[config.mk]
export PLATFORM = sky130hd
export DESIGN_NAME = char_lcd_shadow_writer
export DESIGN_NICKNAME = d
export VERILOG_FILES = /design/src/rtl/core/clsw_pkg.sv /design/src/rtl/core/char_lcd_shadow_writer.sv
export SDC_FILE = /design/constraint.sdc
export NUM_CORES = 1
export LEC_CHECK = 0
export BUFFER_PORTS_ARGS = -buffer_cell sky130_fd_sc_hd__buf_2
export CAP_MARGIN = 20
export CORE_UTILIZATION = 39
export DETAILED_ROUTE_END_ITERATION = 8
export GPL_TIMING_DRIVEN = 1
export PLACE_DENSITY = 0.62
export SLEW_MARGIN = 20
export SYNTH_ARGS = -nofsm -noshare
export SYNTH_HDL_FRONTEND = slang
export SYNTH_SLANG_ARGS = --single-unit
[constraint.sdc]
create_clock -name clk -period 4.3 [get_ports clk]
set_input_delay 0.215 -clock clk [delete_from_list [all_inputs] [get_ports clk]]
set_output_delay 0.215 -clock clk [all_outputs]
set_load 0.005 [all_outputs]
[src/rtl/core/clsw_pkg.sv]
// Package: command codes, microcode word layout and control store for the LCD writer.
`timescale 1ns / 1ps
package clsw_pkg;

	// Host command codes
	typedef enum logic [1:0] {
		CMD_INIT   = 2'd0,
		CMD_CLEAR  = 2'd1,
		CMD_CURSOR = 2'd2,
		CMD_WRITE  = 2'd3
	} cmd_t;

	// Nibble source for a pulse step
	typedef enum logic [1:0] {
		SRC_CONST = 2'd0,
		SRC_HI    = 2'd1,
		SRC_LO    = 2'd2
	} src_t;

	// One control word
	typedef struct packed {
		logic       emit;    // step produces a pulse
		src_t       src;
		logic [3:0] nib;     // constant nibble
		logic [5:0] pre;     // pause ahead of the pulse
		logic [2:0] after;
		logic       fin;     // last step of the run
		logic       decide;  // write-char compare step
	} uword_t;

	localparam int PC_W = 5;
	typedef logic [PC_W-1:0] pc_t;

	// Entry points into the control store
	localparam pc_t PC_INIT   = 5'd0;
	localparam pc_t PC_CLEAR  = 5'd12;
	localparam pc_t PC_BYTE   = 5'd14;
	localparam pc_t PC_DECIDE = 5'd16;

	localparam logic [7:0] BASE_ROW0 = 8'h80;
	localparam logic [7:0] BASE_ROW1 = 8'hC0;
	localparam logic [7:0] SPACE     = 8'h20;

	// Control store
	function automatic uword_t ucode(input pc_t pc);
		uword_t w;
		w = '{emit: 1'b1, src: SRC_CONST, nib: 4'h0, pre: 6'd0, after: 3'd0,
			fin: 1'b0, decide: 1'b0};
		case (pc)
			// init: reset nibbles
			5'd0:  begin w.nib = 4'h3; w.pre = 6'd50; w.after = 3'd5; end
			5'd1:  begin w.nib = 4'h3; w.after = 3'd1; end
			5'd2:  begin w.nib = 4'h3; w.after = 3'd1; end
			5'd3:  begin w.nib = 4'h2; w.after = 3'd1; end
			// init: setup bytes 0x28, 0x0C, 0x01, 0x06
			5'd4:  w.nib = 4'h2;
			5'd5:  begin w.nib = 4'h8; w.after = 3'd1; end
			5'd6:  w.nib = 4'h0;
			5'd7:  begin w.nib = 4'hC; w.after = 3'd1; end
			5'd8:  w.nib = 4'h0;
			5'd9:  begin w.nib = 4'h1; w.after = 3'd2; end
			5'd10: w.nib = 4'h0;
			5'd11: begin w.nib = 4'h6; w.after = 3'd1; w.fin = 1'b1; end
			// clear display byte
			5'd12: w.nib = 4'h0;
			5'd13: begin w.nib = 4'h1; w.after = 3'd2; w.fin = 1'b1; end
			// byte from the byte register
			5'd14: w.src = SRC_HI;
			5'd15: begin w.src = SRC_LO; w.after = 3'd1; w.fin = 1'b1; end
			// write char: compare with shadow, pick the byte
			5'd16: begin w.emit = 1'b0; w.decide = 1'b1; end
			default: begin w.emit = 1'b0; w.fin = 1'b1; end
		endcase
		return w;
	endfunction

	// DDRAM address command for a cell
	function automatic logic [7:0] ddram_addr(input logic [1:0] r, input logic [5:0] c);
		return ((r == 2'd0) ? BASE_ROW0 : BASE_ROW1) + {2'b00, c};
	endfunction

endpackage

[src/rtl/core/char_lcd_shadow_writer.sv]
// Top level: microcoded command sequencer for a 4-bit character LCD with shadow copy.
//
// Usage: raise start with command/row/column/character while busy is low; the
// command is taken at that edge and busy rises until its run is issued.
// Each pulse appears on reg_select/nibble/wait_before_ms/wait_after_ms/last
// for one cycle with strobe high; last marks the final pulse of the run.
// The receiver cannot stall: pulses go out one per cycle as the control
// store steps.
// Order: write char first passes a compare step against the shadow cell read
// at acceptance; init, clear and set cursor start with pulse steps.
// An init issues 12 pulses, clear and set cursor 2, write char 0 or 2; the
// steps through the control store set these figures.
// A write char that sends nothing drops busy at its compare step.
// Reset: asynchronous, clears the cursor and marks every shadow cell as
// unwritten, so it reads as zero until init or clear blanks it to spaces.
`timescale 1ns / 1ps
module char_lcd_shadow_writer #(
	parameter int COLUMNS = 16
) (
	input  logic       clk,
	input  logic       arst_n,
	input  logic       start,
	output logic       busy,
	input  logic [1:0] command,
	input  logic [1:0] row,
	input  logic [5:0] column,
	input  logic [7:0] character,
	output logic       strobe,
	output logic       reg_select,
	output logic [3:0] nibble,
	output logic [5:0] wait_before_ms,
	output logic [2:0] wait_after_ms,
	output logic       last
);
	import clsw_pkg::*;

	localparam int DEPTH = 2 * COLUMNS;
	localparam int IW    = $clog2(DEPTH);
	localparam logic [6:0] COLS7 = 7'(COLUMNS);

	// Sequencer and datapath registers
	logic             busy_q;
	pc_t              pc_q;
	logic [1:0]       crow_q;
	logic [5:0]       ccol_q;
	logic [7:0]       byte_q;
	logic             rs_q;
	logic [7:0]       char_q;
	logic             inrange_q;
	logic [IW-1:0]    idx_q;
	logic             blank_q;
	logic [DEPTH-1:0] written_q;
	logic [7:0]       rd_q;
	logic [7:0]       mem [DEPTH];

	logic             strobe_q, rs_out_q, last_q;
	logic [3:0]       nib_q;
	logic [5:0]       before_q;
	logic [2:0]       after_q;

	logic             accept;
	uword_t           uw;
	logic             inrange;
	logic [6:0]       idx_full;
	logic [IW-1:0]    idx;
	logic [7:0]       shadow_rd;
	logic             differs;
	logic [5:0]       col_inc;
	logic             col_inc_ok;
	logic             mem_we;
	logic [3:0]       nib_sel;

	assign accept = start && !busy_q;
	assign uw     = ucode(pc_q);

	// Shadow index of the current cursor
	assign inrange  = (crow_q[1] == 1'b0) && ({1'b0, ccol_q} < COLS7);
	assign idx_full = crow_q[0] ? (COLS7 + {1'b0, ccol_q}) : {1'b0, ccol_q};
	assign idx      = idx_full[IW-1:0];

	// Shadow cell value as seen by the compare step
	assign shadow_rd  = written_q[idx_q] ? rd_q : (blank_q ? SPACE : 8'h00);
	assign differs    = (shadow_rd != char_q);
	assign col_inc    = ccol_q + 6'd1;
	assign col_inc_ok = ({1'b0, col_inc} < COLS7);
	assign mem_we     = busy_q && uw.decide && inrange_q && differs;

	// Nibble selection for the pulse
	always_comb begin
		case (uw.src)
			SRC_HI:  nib_sel = byte_q[7:4];
			SRC_LO:  nib_sel = byte_q[3:0];
			default: nib_sel = uw.nib;
		endcase
	end

	// Shadow memory: read on acceptance, write on compare
	always_ff @(posedge clk) begin
		if (accept && inrange)
			rd_q <= mem[idx];
		if (mem_we)
			mem[idx_q] <= char_q;
	end

	// Control and cursor state
	always_ff @(posedge clk or negedge arst_n) begin
		if (!arst_n) begin
			busy_q    <= 1'b0;
			pc_q      <= PC_INIT;
			crow_q    <= 2'd0;
			ccol_q    <= 6'd0;
			blank_q   <= 1'b0;
			written_q <= '0;
			strobe_q  <= 1'b0;
		end else begin
			strobe_q <= busy_q && uw.emit;
			if (accept) begin
				busy_q <= 1'b1;
				case (cmd_t'(command))
					CMD_INIT: begin
						pc_q      <= PC_INIT;
						crow_q    <= 2'd0;
						ccol_q    <= 6'd0;
						blank_q   <= 1'b1;
						written_q <= '0;
					end
					CMD_CLEAR: begin
						pc_q      <= PC_CLEAR;
						crow_q    <= 2'd0;
						ccol_q    <= 6'd0;
						blank_q   <= 1'b1;
						written_q <= '0;
					end
					CMD_CURSOR: begin
						pc_q   <= PC_BYTE;
						crow_q <= row;
						ccol_q <= column;
					end
					default: pc_q <= PC_DECIDE;
				endcase
			end else if (busy_q) begin
				if (uw.decide) begin
					if (!inrange_q) begin
						busy_q <= 1'b0;
					end else begin
						ccol_q <= col_inc;
						if (differs) begin
							written_q[idx_q] <= 1'b1;
							pc_q             <= PC_BYTE;
						end else if (col_inc_ok) begin
							pc_q <= PC_BYTE;
						end else begin
							busy_q <= 1'b0;
						end
					end
				end else if (uw.fin) begin
					busy_q <= 1'b0;
				end else begin
					pc_q <= pc_q + 5'd1;
				end
			end
		end
	end

	// Datapath registers: item capture and byte to send
	always_ff @(posedge clk) begin
		if (accept) begin
			char_q    <= character;
			inrange_q <= inrange;
			idx_q     <= idx;
			rs_q      <= 1'b0;
			byte_q    <= ddram_addr(row, column);
		end else if (busy_q && uw.decide) begin
			if (differs) begin
				byte_q <= char_q;
				rs_q   <= 1'b1;
			end else begin
				byte_q <= ddram_addr(crow_q, col_inc);
				rs_q   <= 1'b0;
			end
		end
	end

	// Pulse output register
	always_ff @(posedge clk) begin
		if (busy_q && uw.emit) begin
			rs_out_q <= (uw.src == SRC_CONST) ? 1'b0 : rs_q;
			nib_q    <= nib_sel;
			before_q <= uw.pre;
			after_q  <= uw.after;
			last_q   <= uw.fin;
		end
	end

	assign busy           = busy_q;
	assign strobe         = strobe_q;
	assign reg_select     = rs_out_q;
	assign nibble         = nib_q;
	assign wait_before_ms = before_q;
	assign wait_after_ms  = after_q;
	assign last           = last_q;

endmodule

== Yosys cells after proc, flatten, opt, wreduce, memory -nomap -nowiden ==
Memory sizes are Yosys's and may differ from the RTL's. A register that Yosys moved wholly into a read port is not among the register bits.
Cells that the tools add are included.
Operators by class
  mux-type cells: 50
  reduce and logical (&&, ||, !) cells: 33
  eq/ne operators: 25
  bitwise gates (word level): 2
  order comparisons: 4
  add/subtract/negate cells: 5
Operators by type and width (count)
  2-to-1 mux 32 bit: 6
  equality test 5 x 4 -> 1 bit, second input constant: 8
  2-to-1 mux 5 bit: 8
  2-to-1 mux 6 bit: 6
  2-to-1 mux 8 bit: 4
  bitwise OR 32 bit: 1
  case mux 4 bit (6 select lines): 1
  equality test 5 x 3 -> 1 bit, second input constant: 4
  adder 8 x 6 -> 8 bit: 2
  OR reduction 16 bit: 1
  2-to-1 mux 1 bit: 15
  case mux 5 bit (3 select lines): 1
  2-to-1 mux 7 bit: 2
  OR reduction 14 bit: 1
  less-than comparator 6 x 5 -> 1 bit, second input constant: 2
  case mux 6 bit (2 select lines): 1
  nonzero test 2 bit: 6
  equality test 5 x 2 -> 1 bit, second input constant: 2
  case mux 3 bit (3 select lines): 1
  logical AND 1 bit: 8
  zero test 2 bit: 4
  inequality test 8 bit: 1
  case mux 2 bit (2 select lines): 2
  case mux 4 bit (2 select lines): 1
  other kinds (25): 31
Word-level totals
  memory bits (writable): 256
  output and inout bits: 17
  logic and storage cells: 137
  register bits: 86
  memories kept: 1
Memories
  mem: words 32, width 8, rd ports 1, clocked after Yosys merged registers in 1, write ports 1, RTL line char_lcd_shadow_writer.sv:54  | logic [7:0] mem [DEPTH];

== Depth between registers and ports, before layout ==
  depth in word-level cells: 10
  gate-level depth with buffers: 12
  gate-level depth less buffers: 10

== Worst setup path before layout ==
No wires, ideal clock.
  kind: reg-to-reg
  from: register idx_q[2]
  to: memory mem[10][0] (enable)
  arrival time: 2856 ps
  stages on the path, launching flop included: 11
  setup slack: 1060 ps
  period minus slack after synthesis: 3240 ps
  data required time: 3917 ps
  path buffers: 2
  path through: edfxtp_1 buf_6 mux2i_1 nor3_1 o32ai_1 nand4_2 nor4b_1 o221ai_2 nor2_2 buf_2 nor3_1
On the way
  longest elaborated chain between the ends: 7
Ends and longest elaborated chain
  from (decl): RTL line char_lcd_shadow_writer.sv:50  | logic [IW-1:0] idx_q;
  from (signal assigned): RTL line char_lcd_shadow_writer.sv:170  | idx_q <= idx;
  binary-select mux 1 bit (select 5 bit): RTL line char_lcd_shadow_writer.sv:82  | assign shadow_rd = written_q[idx_q] ? rd_q : (blank_q ? SPACE : 8'h00);
  2-to-1 mux 1 bit (implied by the code): RTL line char_lcd_shadow_writer.sv:82
  2-to-1 mux 8 bit: RTL line char_lcd_shadow_writer.sv:82
  inequality test 8 bit: RTL line char_lcd_shadow_writer.sv:83  | assign differs = (shadow_rd != char_q);
  logical AND 1 bit: RTL line char_lcd_shadow_writer.sv:86  | assign mem_we = busy_q && uw.decide && inrange_q && differs;
  2-to-1 mux 1 bit: RTL line char_lcd_shadow_writer.sv:101  | if (mem_we)
  2-to-1 mux 1 bit (implied by the code): RTL line char_lcd_shadow_writer.sv:102  | mem[idx_q] <= char_q;
  to (decl): RTL line char_lcd_shadow_writer.sv:54
Several ways; a longest one is shown, not always the timed one. The select of a mux whose other input is x is not followed.

== Final worst setup path ==
  from: register idx_q[0]
  to: memory mem[2][0] (enable)
Same word-level chain as after synthesis.

==> results_dict.tcl <==
set metrics [dict create \
    track_usage_pct 18.1 \
    end_kind "register" \
    yosysWarnings 0 \
    worst_pin_slew_ns 1.04 \
    grt.busiest_layer "met2" \
    gp_congestion 0.819 \
    worstSetupPathType "reg -> reg" \
    synth-simple-area-share_pct 6.42 \
    ys_ff_latch 344 \
    avgSynthCellArea_um2 17.5 \
    status "completed" \
    critPathMaxFanout 30 \
    setup_tns_ns 0 \
    gr-total-overflow 0 \
    syn_to_final_growth_pct 15.0 \
    cts_tree "done" \
    clockRootBuffer "clkbuf_16" \
    hold_viol 0 \
    arrival_ns 4.03 \
    reg2reg_setup_slack_ns 0.48 \
    fill_cells 3098 \
    hold_path_class "in -> reg" \
    rsz0062_at_grt "false" \
    synth.distinct_cells 62 \
    required_ns 4.51 \
    clkLatencyLatePin_ns 0.51 \
    grt_antenna_before_repair 0 \
    power_frac_seq_pct 44.2 \
    dieArea_mm2 0.0382 \
    dieWidth_um 195 \
    via_per_inst 5.73 \
    synth-compound-area-share_pct 6.12 \
    swShare_pct 29.7 \
    cts_buffers 36 \
    leakage_nw 5.66 \
    io_pins 38 \
    antenna_cells 0 \
    drc 0 \
    clk_pin_slew_ns 0.06 \
    grt.met2_usage_pct 29.6 \
    peakVddDrop_mv 0.348 \
    start_kind "register" \
    post_cts_buffers 0 \
    layout-drive-gt1-share_pct 26.6 \
    crit_end "mem[2][0]" \
    nets 953 \
    drt-initial-drc-count 785 \
    grt_max_degree 46 \
    netlist_instances 836 \
    synth_top_family_by_area "multiplexers" \
    seqCellArea_mm2 0.0101 \
    final_common_cell "edfxtp_1" \
    wl_per_cell_um 24.1 \
    drv_slew 0 \
    p_int_w 0.00702 \
    power.net_switching_w 0.00297 \
    port_buffers 34 \
    setup_viol 0 \
    worst_clock_skew_ns 0.0206 \
    clock_path_buffers 3 \
    grtUsageMet3_pct 2.54 \
    period_share_pct 88.9 \
    drv_cap 0 \
    r2r.worst_path.cells 11 \
    synthXorXnorAreaFrac_pct 0.600 \
    cts.sinks 344 \
    grt_pass1_vias 8108 \
    hpwl_mm 22.1 \
    cp-startpoint "idx_q[0]" \
    synth-adder-area-share_pct 1.20 \
    synth_mux_area_share_pct 14.3 \
    fmax_mhz 262 \
    ant_nets 0 \
    synth_edf_count 295 \
    slew_headroom_pct 30.8 \
    gr-usage-met1_pct 25.8 \
    drt-pass1-iter-count 5 \
    p_clk_share_pct 30.6 \
    start_util_pct 39.8 \
    p_per_area_mw_per_mm2 595 \
    htreeDepth 2 \
    grt_pass1_wl_mm 51.6 \
    die_y_um 195 \
    multi_input_area_mm2 0.00419 \
    core_mm2 0.0367 \
    mostFrequentLayoutCells "295 x edfxtp_1, 80 x mux4_2, 52 x buf_4" \
    syn_area_mm2 0.0146 \
    reg2reg_from "idx_q[0]" \
    post-route-min-period_ns 3.82 \
    rows 70 \
    r2r-end "mem[2][0]" \
    async_flop_share_pct 14.0 \
    synth_seq_area_share_pct 69.1 \
    synth_top_flop_cell "edfxtp_1" \
    whs_ns 0.0196 \
    dr_total_vias 8086 \
    p_comb_share_pct 25.3 \
    wl_mm 34.1 \
]
[power by group through the flow]
stage / Clock (W) / Sequential [W] / Combinational (W)
after detailed placement: 0 / 0.00453 / 0.00246
final: 0.00305 / 0.00441 / 0.00252
after global placement: 0 / 0.00453 / 0.00244
after global routing: 0.00322 / 0.00446 / 0.00270
after floorplan: 0 / 0.00421 / 0.00198
after CTS: 0.00311 / 0.00446 / 0.00248
[kinds of logic (layout without fill, tap and decap cells)]
kind of cell               after synthesis  in the layout
xor gates and xnor gates                10             10
adders and majority gates               14             14
muxes                                  107            107
other                                    1              3
buffers and inverters                   67            173
and+or+nand+nor                        182            182
DFF                                    344            344
AOI/OAI and AO/OA                      111            111
[flip-flops by register name, summed over array words and instances, names as in the netlist, 2 cells and up]
| signal | count |
|---|---|
| wait_after_ms | 2 |
| char_q | 8 |
| rd_q | 8 |
| byte_q | 8 |
| crow_q | 2 |
| nibble | 4 |
| written_q | 32 |
| mem | 256 |
| pc_q | 5 |
| idx_q | 5 |
| ccol_q | 6 |
[repair_timing]
| item | 4_1_cts | 5_1_grt |
|---|---|---|
| hold buffers | 12 | 0 |
| endpoints found under the hold margin | 29 | 0 |
| resized for setup | 0 | 0 |
[metal layers]
metal | wire length [um] | vias up | share of wire, %
met2 | 16700 | 280 | 49
met3 | 1850 | 52 | 5.4
li1 | - | 3572 | -
met5 | 0 | - | 0
met1 | 15000 | 4182 | 44
met4 | 596 | 0 | 1.7
[worst min path at each step]
stage / slack [ns] / cells after the start / startpoint / endpoint
global placement: 0.17 / 1 / arst_n / written_q[12]
floorplan: -0.08 / 0 / arst_n / blank_q
global route: 0.02 / 3 / column[4] / ccol_q[4]
detailed placement: 0.18 / 1 / arst_n / written_q[12]
finish: 0.02 / 3 / column[4] / ccol_q[4]
CTS: 0.004 / 3 / column[4] / ccol_q[4]
[Yosys cell counts (all sizes together), types with 2 or more instances]
library cell    n  area [um2]
a32o           33         330
mux4           80        1800
nand3b          2        15.0
o32ai           3        26.3
or2             7        43.8
a41oi           3        26.3
buf            26         178
and3            6        37.5
o21ai          16        80.1
nor4            4        25.0
clkbuf         32         120
mux2i          18         180
edfxtp        295        8860
a22o            5        43.8
a31oi           5        31.3
xnor2           5        43.8
o31a            3        26.3
nor2           31         119
o22ai           2        12.5
a2111oi         2        36.3
nor2b           4        25.0
nand4           4        31.3
nand3          19        95.1
nand2b         14        90.1
and2            2        12.5
nor4b           3        26.3
o31ai          12        90.1
inv             9        33.8
or3             7        43.8
xor2            5        43.8
nand2          31         124
mux2            9         101
a21oi          14        70.1
nor3           47         240
a21boi          2        15.0
dfrtp          48        1200
ha             14         175
[final cells by class]
type / instances / share of cell area [%]
Sequential cell: 344 / 60.1
Multi-Input combinational cell: 427 / 25.0
Clock buffer: 46 / 5.84
Timing Repair Buffer: 100 / 4.30
Tap cell: 468 / 3.49
Clock inverter: 18 / 1.07
Inverter: 9 / 0.201
[worst max-delay path: stages (launching register included)]
cell and delay, ns:
edfxtp_1 0.61, buf_4 0.26, mux2i_1 0.23, nor4_1 0.06, nor4_1 0.47, nand4_2 0.32, a21oi_1 0.26, or2_2 0.28
nor2_2 0.09, buf_12 0.17, nor3_1 0.50, buf_4 0.25
[stage by stage]
step | cells | util, % | power (W) | setup WS (ns) | cell area [um2]
2_1_floorplan | 838 | - | 0.00619 | 1.06 | 14600
3_3_place_gp | 1335 | 42.2 | 0.00698 | 0.679 | 15500
6_report | 1412 | 45.7 | 0.00999 | 0.479 | 16800
4_1_cts | 1411 | 45.7 | 0.0101 | 0.538 | 16800
5_1_grt | 1412 | 45.7 | 0.0104 | 0.245 | 16800
3_5_place_dp | 1335 | 42.2 | 0.00699 | 0.571 | 15500
Power figures use the tool's default switching activity.
